`src/rtl/core/lrc_ts_pkg.sv`:
```
// shared types and constants for the lrc timestamp parser
// parse phase enum, parser state and result structs, character codes and limits
// no dependencies
package lrc_ts_pkg;

    typedef enum logic [2:0] {
        PH_IDLE,
        PH_MIN_FIRST,
        PH_MIN,
        PH_SEC_FIRST,
        PH_SEC,
        PH_FRAC
    } phase_t;

    typedef struct packed {
        phase_t      phase;
        logic [13:0] minutes;
        logic [6:0]  seconds;
        logic [9:0]  fraction;
        logic [1:0]  frac_digits;
    } parse_state_t;

    typedef struct packed {
        logic        emit;
        logic        status;
        logic [29:0] time_ms;
    } parse_result_t;

    localparam logic [7:0]  CHAR_OPEN   = 8'h5B;
    localparam logic [7:0]  CHAR_CLOSE  = 8'h5D;
    localparam logic [7:0]  CHAR_COLON  = 8'h3A;
    localparam logic [7:0]  CHAR_DOT    = 8'h2E;
    localparam logic [7:0]  CHAR_ZERO   = 8'h30;
    localparam logic [7:0]  CHAR_NINE   = 8'h39;

    localparam logic [16:0] MAX_MINUTES   = 17'd9999;
    localparam logic [9:0]  MAX_SECONDS   = 10'd59;
    localparam logic [29:0] MS_PER_MINUTE = 30'd60000;
    localparam logic [29:0] MS_PER_SECOND = 30'd1000;
    localparam logic [1:0]  MAX_FRAC_DIGITS = 2'd3;

    localparam logic STATUS_OK     = 1'b0;
    localparam logic STATUS_REJECT = 1'b1;

    localparam parse_state_t STATE_CLEAR = '{
        phase:       PH_IDLE,
        minutes:     14'd0,
        seconds:     7'd0,
        fraction:    10'd0,
        frac_digits: 2'd0
    };

endpackage

```
`src/rtl/core/lrc_timestamp_parser.sv`:
```
// top level of the lrc timestamp parser: input register, parse step, result register
// uses lrc_ts_pkg and lrc_ts_step
//
// usage
// - slave channel: one character per transfer, s_tdata[7:0] is the character,
//   s_tuser is the start flag that abandons any attempt in progress
// - master channel: one transfer per finished timestamp; m_tdata[29:0] is the
//   time in milliseconds, m_tuser is the status (0 accepted, 1 rejected)
// - characters that close nothing (digits, separators, text while idle)
//   produce no master transfer
// - a result is valid at the master side once the character that completes it has
//   passed the input register and then the result register
// - throughput: one character per cycle while results are taken, set by the single
//   registered step of the parse state machine between input and result registers
// - reset (aresetn low, synchronous) empties both registers and puts the
//   parser back to idle with all accumulators cleared
// - when the receiver stalls with a result waiting, one more character is
//   held in the input register, after which s_tready drops until the result
//   is taken
module lrc_timestamp_parser (
    input  logic        aclk,
    input  logic        aresetn,
    input  logic        s_tvalid,
    output logic        s_tready,
    input  logic [7:0]  s_tdata,   // [7:0] char_in
    input  logic        s_tuser,   // [0] start_req
    output logic        m_tvalid,
    input  logic        m_tready,
    output logic [31:0] m_tdata,   // [29:0] time_ms, [31:30] zero
    output logic        m_tuser    // [0] status
);
    import lrc_ts_pkg::*;

    // input register
    logic          in_valid_reg;
    logic          in_valid_next;
    logic [7:0]    in_char_reg;
    logic          in_start_reg;

    // parse state
    parse_state_t  state_reg;
    parse_state_t  state_next;
    parse_result_t step_result;

    // result register
    logic          out_valid_reg;
    logic          out_valid_next;
    logic [29:0]   out_time_reg;
    logic          out_status_reg;

    logic          out_free;
    logic          advance;

    // result slot is free when empty or being drained this cycle
    assign out_free = !out_valid_reg || m_tready;
    // held character is processed as soon as its result can be stored
    assign advance  = in_valid_reg && out_free;
    assign s_tready = !in_valid_reg || out_free;

    lrc_ts_step u_step (
        .state_cur  (state_reg),
        .char_in    (in_char_reg),
        .start_req  (in_start_reg),
        .state_next (state_next),
        .result     (step_result)
    );

    always_comb begin
        in_valid_next = in_valid_reg;
        if (s_tready) begin
            in_valid_next = s_tvalid;
        end
        out_valid_next = out_valid_reg;
        if (advance) begin
            out_valid_next = step_result.emit;
        end else if (m_tready) begin
            out_valid_next = 1'b0;
        end
    end

    always_ff @(posedge aclk) begin
        if (!aresetn) begin
            in_valid_reg  <= 1'b0;
            out_valid_reg <= 1'b0;
            state_reg     <= STATE_CLEAR;
        end else begin
            in_valid_reg  <= in_valid_next;
            out_valid_reg <= out_valid_next;
            if (advance) begin
                state_reg <= state_next;
            end
        end
    end

    // payload registers
    always_ff @(posedge aclk) begin
        if (s_tvalid && s_tready) begin
            in_char_reg  <= s_tdata;
            in_start_reg <= s_tuser;
        end
        if (advance && step_result.emit) begin
            out_time_reg   <= step_result.time_ms;
            out_status_reg <= step_result.status;
        end
    end

    assign m_tvalid = out_valid_reg;
    assign m_tdata  = {2'd0, out_time_reg};
    assign m_tuser  = out_status_reg;

endmodule

```
`src/rtl/core/lrc_ts_step.sv`:
```
// one character step of the timestamp parser: next phase, accumulators, result
// purely combinational; uses lrc_ts_pkg
module lrc_ts_step (
    input  lrc_ts_pkg::parse_state_t  state_cur,
    input  logic [7:0]                char_in,
    input  logic                      start_req,
    output lrc_ts_pkg::parse_state_t  state_next,
    output lrc_ts_pkg::parse_result_t result
);
    import lrc_ts_pkg::*;

    parse_state_t st;
    phase_t       phase_next;
    logic         is_digit;
    logic [3:0]   digit;
    logic [16:0]  min_v;
    logic [9:0]   sec_v;
    logic [9:0]   frac_v;
    logic [9:0]   frac_scaled;
    logic [29:0]  base_ms;
    logic         do_emit;
    logic         do_ok;

    // start abandons the attempt before this character is looked at
    assign st       = start_req ? STATE_CLEAR : state_cur;
    assign is_digit = (char_in >= CHAR_ZERO) && (char_in <= CHAR_NINE);
    assign digit    = char_in[3:0];
    assign min_v    = {3'd0, st.minutes} * 17'd10 + {13'd0, digit};
    assign sec_v    = {3'd0, st.seconds} * 10'd10 + {6'd0, digit};
    assign frac_v   = st.fraction * 10'd10 + {6'd0, digit};
    assign base_ms  = {16'd0, st.minutes} * MS_PER_MINUTE
                    + {23'd0, st.seconds} * MS_PER_SECOND;

    always_comb begin
        case (st.frac_digits)
            2'd1:    frac_scaled = st.fraction * 10'd100;
            2'd2:    frac_scaled = st.fraction * 10'd10;
            2'd3:    frac_scaled = st.fraction;
            default: frac_scaled = 10'd0;
        endcase
    end

    // next phase and emit decision
    always_comb begin
        phase_next = st.phase;
        do_emit    = 1'b0;
        do_ok      = 1'b0;
        unique case (st.phase) inside
            PH_IDLE: begin
                if (char_in == CHAR_OPEN) begin
                    phase_next = PH_MIN_FIRST;
                end
            end
            PH_MIN_FIRST, PH_MIN: begin
                if (is_digit) begin
                    if (min_v > MAX_MINUTES) begin
                        do_emit = 1'b1;
                    end else begin
                        phase_next = PH_MIN;
                    end
                end else if (st.phase == PH_MIN && char_in == CHAR_COLON) begin
                    phase_next = PH_SEC_FIRST;
                end else begin
                    do_emit = 1'b1;
                end
            end
            PH_SEC_FIRST, PH_SEC: begin
                if (is_digit) begin
                    if (sec_v > MAX_SECONDS) begin
                        do_emit = 1'b1;
                    end else begin
                        phase_next = PH_SEC;
                    end
                end else if (st.phase == PH_SEC &&
                             (char_in == CHAR_DOT || char_in == CHAR_COLON)) begin
                    phase_next = PH_FRAC;
                end else if (st.phase == PH_SEC && char_in == CHAR_CLOSE) begin
                    do_emit = 1'b1;
                    do_ok   = 1'b1;
                end else begin
                    do_emit = 1'b1;
                end
            end
            PH_FRAC: begin
                if (is_digit) begin
                    phase_next = PH_FRAC;
                end else if (char_in == CHAR_CLOSE) begin
                    do_emit = 1'b1;
                    do_ok   = 1'b1;
                end else begin
                    do_emit = 1'b1;
                end
            end
            default: begin
                phase_next = PH_IDLE;
            end
        endcase
        if (do_emit) begin
            phase_next = PH_IDLE;
        end
    end

    // accumulators and result
    always_comb begin
        state_next       = st;
        state_next.phase = phase_next;
        if (phase_next == PH_IDLE) begin
            // every way back to idle leaves the accumulators cleared
            state_next = STATE_CLEAR;
        end else begin
            case (st.phase) inside
                PH_MIN_FIRST, PH_MIN: begin
                    if (is_digit) begin
                        state_next.minutes = min_v[13:0];
                    end
                end
                PH_SEC_FIRST, PH_SEC: begin
                    if (is_digit) begin
                        state_next.seconds = sec_v[6:0];
                    end
                end
                PH_FRAC: begin
                    // digits past the third are dropped
                    if (is_digit && st.frac_digits != MAX_FRAC_DIGITS) begin
                        state_next.fraction    = frac_v;
                        state_next.frac_digits = st.frac_digits + 2'd1;
                    end
                end
                default: begin
                end
            endcase
        end
        result.emit    = do_emit;
        result.status  = do_ok ? STATUS_OK : STATUS_REJECT;
        result.time_ms = do_ok ? base_ms + {20'd0, frac_scaled} : 30'd0;
    end

endmodule

```
`config.mk`:
```
export PLATFORM = sky130hd
export DESIGN_NAME = lrc_timestamp_parser
export DESIGN_NICKNAME = d
export VERILOG_FILES = /design/src/rtl/core/lrc_ts_pkg.sv /design/src/rtl/core/lrc_timestamp_parser.sv /design/src/rtl/core/lrc_ts_step.sv
export SDC_FILE = /design/constraint.sdc
export NUM_CORES = 1
export LEC_CHECK = 0
export BUFFER_PORTS_ARGS = -buffer_cell sky130_fd_sc_hd__buf_2
export CORE_ASPECT_RATIO = 2
export CORE_MARGIN = 2
export CORE_UTILIZATION = 60
export DETAILED_ROUTE_END_ITERATION = 10
export GPL_TIMING_DRIVEN = 0
export PLACE_DENSITY_LB_ADDON = 0.05
export SLEW_MARGIN = 20
export SYNTH_ARGS = -nofsm -noshare
export SYNTH_HDL_FRONTEND = slang
export SYNTH_SLANG_ARGS = --single-unit
```
`constraint.sdc`:
```
create_clock -name aclk -period 7.9 [get_ports aclk]
set_input_delay 1.58 -clock aclk [delete_from_list [all_inputs] [get_ports aclk]]
set_output_delay 1.58 -clock aclk [all_outputs]
set_load 0.005 [all_outputs]
```
# Word-level counts from Yosys, hierarchy flattened
# Cells that the tools add are included.
totals:
  register_bits: 78
  inputBits: 13
op_classes:
  n_addsub: 6
  n_mul: 6
  n_lt_le_gt_ge: 4
  n_eq_ne: 13
  muxes: 40
  n_reduce_logical: 18
ops:
  columns: ["op", "n"]
  rows:
  - ["$mux 12", 4]
  - ["$mux 36", 1]
  - ["$mux 33", 1]
  - ["$add 30x10->30", 1]
  - ["$add 30x17->30", 1]
  - ["$mux 3", 10]
  - ["$pmux 10 s3", 1]
  - ["$mux 14", 2]
  - ["$mul 14x11->25 const B", 1]
  - ["$mux 7", 3]
  - ["$add 10x4->10", 2]
  - ["$add 17x4->17", 1]
  - ["$gt 17x14->1 const B", 1]
  - ["$eq 8x6->1 const B", 2]
  - ["$eq 8x7->1 const B", 2]
  - ["$mul 14x3->16 const B", 1]
  - ["$mux 1", 15]
  - ["$mul 7x7->14 const B", 1]
  - ["$pmux 3 s4", 1]
  - ["$gt 10x6->1 const B", 1]
  - ["$mul 10x3->9 const B", 1]
  - ["$mul 10x5->8 const B", 1]
  - ["$mul 7x3->9 const B", 1]
  - ["$ge 8x6->1 const B", 1]
  - ["16 further kinds", 31]

# Depth between registers and ports, before layout
depth:
  ltp_word: 10
  depth_mapped: 32
  ltp_nobuf: 29

# Cells and area by module
# Synthesis repeated with hierarchy kept, for this count alone.
unflattened:
  hier_cells: 1333
  area_unflattened_um2: 11933.9
modules_own_cells:
  columns: ["module", "instances", "cells_each", "area_each_um2", "seq_area_each_um2"]
  rows:
  - ["lrc_ts_step", 1, 1122, 9170.0, 0.0]
  - ["lrc_timestamp_parser", 1, 211, 2763.9, 1961.9]

# Worst setup path after synthesis
# Ideal clock, no wire load.
synth_timing:
  path_type: "register to register"
  startpoint: "reg in_start_reg"
  endpoint: "reg out_time_reg[27] (data pin)"
  setup_time_ps: 147
  arrival_ps: 7082
  t_required_ps: 7753
  slack_ps: 671
  stages_incl_launch_ff: 25
  n_path_buf: 5
  period_less_slack_ps: 7229
  path_cell_list: "edfxtp_1 clkbuf_1 buf_1 buf_1 clkbuf_1 clkbuf_1 nor2_1 ha_1 ha_1 xor2_1 ha_1 xnor2_1 fa_1 fa_1 inv_1 ha_1 a22o_1 o41ai_1 a21boi_0 o31a_1 o21ai_0 nand4b_1 or4_1 or3_1 a21oi_1"
synth_via:
  elab_chain_len: 7
synth_lines:
  columns: ["item", "line_no", "text"]
  rows:
  - ["from (decl)", "lrc_timestamp_parser.sv:38", "logic in_start_reg;"]
  - ["from (signal assigned)", "lrc_timestamp_parser.sv:99", "in_start_reg <= s_tuser;"]
  - ["$mux 36 (*)", "lrc_ts_step.sv:25", "assign st = start_req ? STATE_CLEAR : state_cur;"]
  - ["parallel branches: the longest is 6 deep, another holds $add 30x17->30", null, null]
  - ["to (signal assigned)", "lrc_timestamp_parser.sv:102", "out_time_reg <= step_result.time_ms;"]
  - ["to (decl)", "lrc_timestamp_parser.sv:48", "logic [29:0] out_time_reg;"]
# Every way passes the cells marked *.
# A chain may end at the register's enable or synchronous reset.

# Final worst setup path
layout_timing:
  startpoint: "reg in_start_reg"
  endpoint: "reg out_time_reg[26] (data pin)"
# The elaborated chain is that of the path after synthesis.

==> flow_metrics.py <==
metrics = {
    "worst_setup_path": {
        "r2r_cells": 29,
        "reg2reg_slack_ns": 0.41,
        "end_kind": "flop",
        "startpoint_type": "flop",
        "required_ns": 7.99,
        "r2r_end": "out_time_reg[26]",
        "critical_path_class": "reg2reg",
        "cpPeakStageDelay_ns": 0.58,
        "arrival_ns": 7.58,
        "worst_path_max_delay_cell": "or4_1",
        "reg2reg_from": "in_start_reg",
        "cp_max_fo": 10,
    },
    "yosys": {
        "ys_types": 81,
        "synth_async_sr_flop_share_pct": 0,
        "yosys.area.top_type_share_pct": 20.8,
        "synth_top_cell_by_area": "ha_1",
        "synth_edf_count": 40,
        "ys_top_cells_by_area": "ha_1 (21%), fa_1 (12%), edfxtp_1 (11%)",
        "synthFlopType": "edfxtp_1",
        "synth_area_mm2": 0.0113,
        "netlist_instances": 1268,
        "synth-seq-cells": 78,
        "yosysMostFrequentCell": "ha_1",
        "synth.avg_cell_area_um2": 8.92,
        "synth-seq-area-share_pct": 17.4,
        "yosysWarnings": 0,
        "synthTopCellsByCount": "ha_1 (188), inv_1 (131), nor2_1 (96), xnor2_1 (76), nand2_1 (74)",
    },
    "placement": {
        "place_inst": 1533,
        "gp_congestion": 0.985,
        "dp_hpwl_mm": 24.2,
        "io_buffers": 44,
        "placed_cell_area_mm2": 0.0118,
    },
    "finish": {
        "drive_gt1_share_pct": 8.61,
        "post-route-util_pct": 65.4,
        "fin_cells": 1554,
        "largest_reg_flops": 36,
        "layout.area.seq_mm2": 0.00196,
        "nets": 1597,
        "final_area_mm2": 0.0122,
        "diodes": 0,
        "nFillCells": 1696,
        "multi_input_area_mm2": 0.00867,
        "area_growth_pct": 7.89,
    },
    "hold_path": {
        "hold_path_class": "reg2reg",
        "hold_depth": 2,
        "hp-start": "state_reg[18]",
        "holdPathEnd": "state_reg[18]",
    },
    "pwr": {
        "peakVddDrop_mv": 0.130,
        "pwr-share-seq_pct": 49.5,
        "p_comb_share_pct": 5.1,
        "internal-power_uw": 656,
        "leakagePower_uw": 0.00599,
        "p_clk_share_pct": 45.4,
        "power_switching_share_pct": 25.3,
        "powerDensity_mw_per_mm2": 72.0,
        "switching_power_uw": 222,
    },
    "floorplan": {
        "start_util_pct": 60.6,
        "die_h_um": 198,
        "boundaryPins": 48,
        "fp.coreArea_mm2": 0.0187,
        "die_area_mm2": 0.0200,
        "die_x_um": 101,
        "rows": 71,
    },
    "global_route": {
        "grt_pass1_vias": 9744,
        "grt_max_degree": 29,
        "grt_pass1_wl_mm": 46.3,
        "grt.total_usage_pct": 29.9,
        "grt_antenna_before_repair": 0,
        "grt_overflow": 0,
    },
    "clock_network": {
        "clkLatencyLatePin_ns": 0.37,
        "cts_tree": "yes",
        "cts_buffer_depth": 2,
        "numCtsBuffers": 9,
        "clkSlewWorstSetupHoldPaths_ns": 0.06,
        "h-tree-depth": 3,
        "root_buffer": "clkbuf_16",
        "clock-sinks": 78,
    },
    "route": {
        "drtIter0Drc": 441,
        "viasPerCell": 6.09,
        "dr.pass1.iters": 6,
        "finalWirelength_mm": 28.9,
        "avgRoutedWirePerCell_um": 18.6,
        "drtAntennaViolNets": 0,
        "num_vias": 9463,
        "drc": 0,
    },
    "run": {
        "maxCapViolations": 0,
    },
    "sta": {
        "worst_slew_margin_rel_pct": 32.6,
        "fin_setup_tns_ns": 0,
        "drv_slew": 0,
        "clock.fmax_ghz": 0.134,
        "setup_viol": 0,
        "worst_slew_pin_slew_ns": 1.00,
        "period_share_pct": 94.8,
        "post-route-min-period_ns": 7.49,
        "skew_ns": 0.0136,
        "hold_viol_final": 0,
    },
    "status": {
        "status": "completed",
    },
}
logic make-up (layout without fill, tap and decap cells):
logic type      Yosys count  after routing  synth area share [%]
xor+xnor                120            120                  9.48
mux                       5              5                 0.465
compound gates          274            274                  17.5
flops                    78             78                  17.4
simple gates            358            358                  16.3
other cells               1              2                0.0332
buf+inv                 177            243                  6.30
fa+ha+maj               255            255                  32.6
power groups by stage:
stage	Clock, µW	Combinational (µW)	Sequential (µW)
after floorplan	0	26.1	439
after global placement	0	40.7	443
after detailed placement	0	41.1	442
after CTS	404	42.0	434
after global routing	417	47.9	434
final	399	44.5	435
placed cells by master (no fill, tap or decap), drive strengths merged, types with 7 or more instances in the layout:
cell type    n
nand3       14
buf         70
dfxtp       38
o2bb2ai     12
ha         188
nor2        96
fa          66
a32o        13
nor4        14
inv        133
nor2b       26
and3        10
or3         16
o21bai      11
edfxtp      40
xor2        43
and2        29
a21oi       63
a22o        11
xnor2       76
a222oi       7
o21a         9
nor3        19
clkbuf      35
o21ai       38
a21o        29
nand4        9
nand2b      14
or2          8
nor3b       10
nand2       74
o211ai      11
a211oi       8
critical path, delay by kind of cell, from the launching register on:
kind / cells / cell delay (ns)
adders and majority gates: 7 / 2.82
AOI/OAI and AO/OA: 7 / 0.97
and+or+nand+nor: 7 / 1.63
DFF: 1 / 0.46
xor gates and xnor gates: 2 / 0.42
buffers and inverters: 6 / 0.90
per-stage QoR:
step	hold slack [ns]	setup WS, ns	total power (µW)
global route	0.481	-0.00608	899
detailed placement	0.424	-1.14	484
floorplan	0.407	0.671	465
finish	0.438	0.413	878
global placement	0.416	-1.08	483
CTS	0.432	0.0591	880
worst max-delay path by stage:
| stage | start | end | slack, ns | depth (start not counted) |
|---|---|---|---|---|
| finish | in_start_reg | out_time_reg[26] | 0.41 | 29 |
| global route | in_start_reg | out_time_reg[26] | -0.006 | 29 |
| CTS | in_start_reg | out_time_reg[29] | 0.06 | 23 |
| detailed placement | in_start_reg | out_time_reg[29] | -1.14 | 24 |
| global placement | in_start_reg | out_time_reg[29] | -1.08 | 24 |
| floorplan | in_start_reg | out_time_reg[27] | 0.67 | 24 |
cell type report:
cell class / instances / area share [%]
plain buffers: 43 / 1.79
clock buffers: 9 / 1.85
clock inverters: 7 / 0.379
inverters: 131 / 4.09
multi-input cells: 1014 / 71.1
flip-flops and latches: 78 / 16.1
well taps: 219 / 2.25
repair buffers: 53 / 2.46
routing by layer:
metal / track usage (%) / share of wire (%)
met1: 29.1 / 35
met2: 56.1 / 55
met3: 4.31 / 3.2
met4: 20.2 / 6.8
met5: 0 / 0
repair_timing:
| item | in CTS | in global routing |
|---|---|---|
| setup endpoints to repair | 13 | 9 |
| hold buffers | 0 | 0 |
| buffers inserted | 1 | 7 |
| resized for setup | 8 | 7 |
| pin swaps | 0 | 1 |
Note: power is estimated with default switching activity, not from simulation.
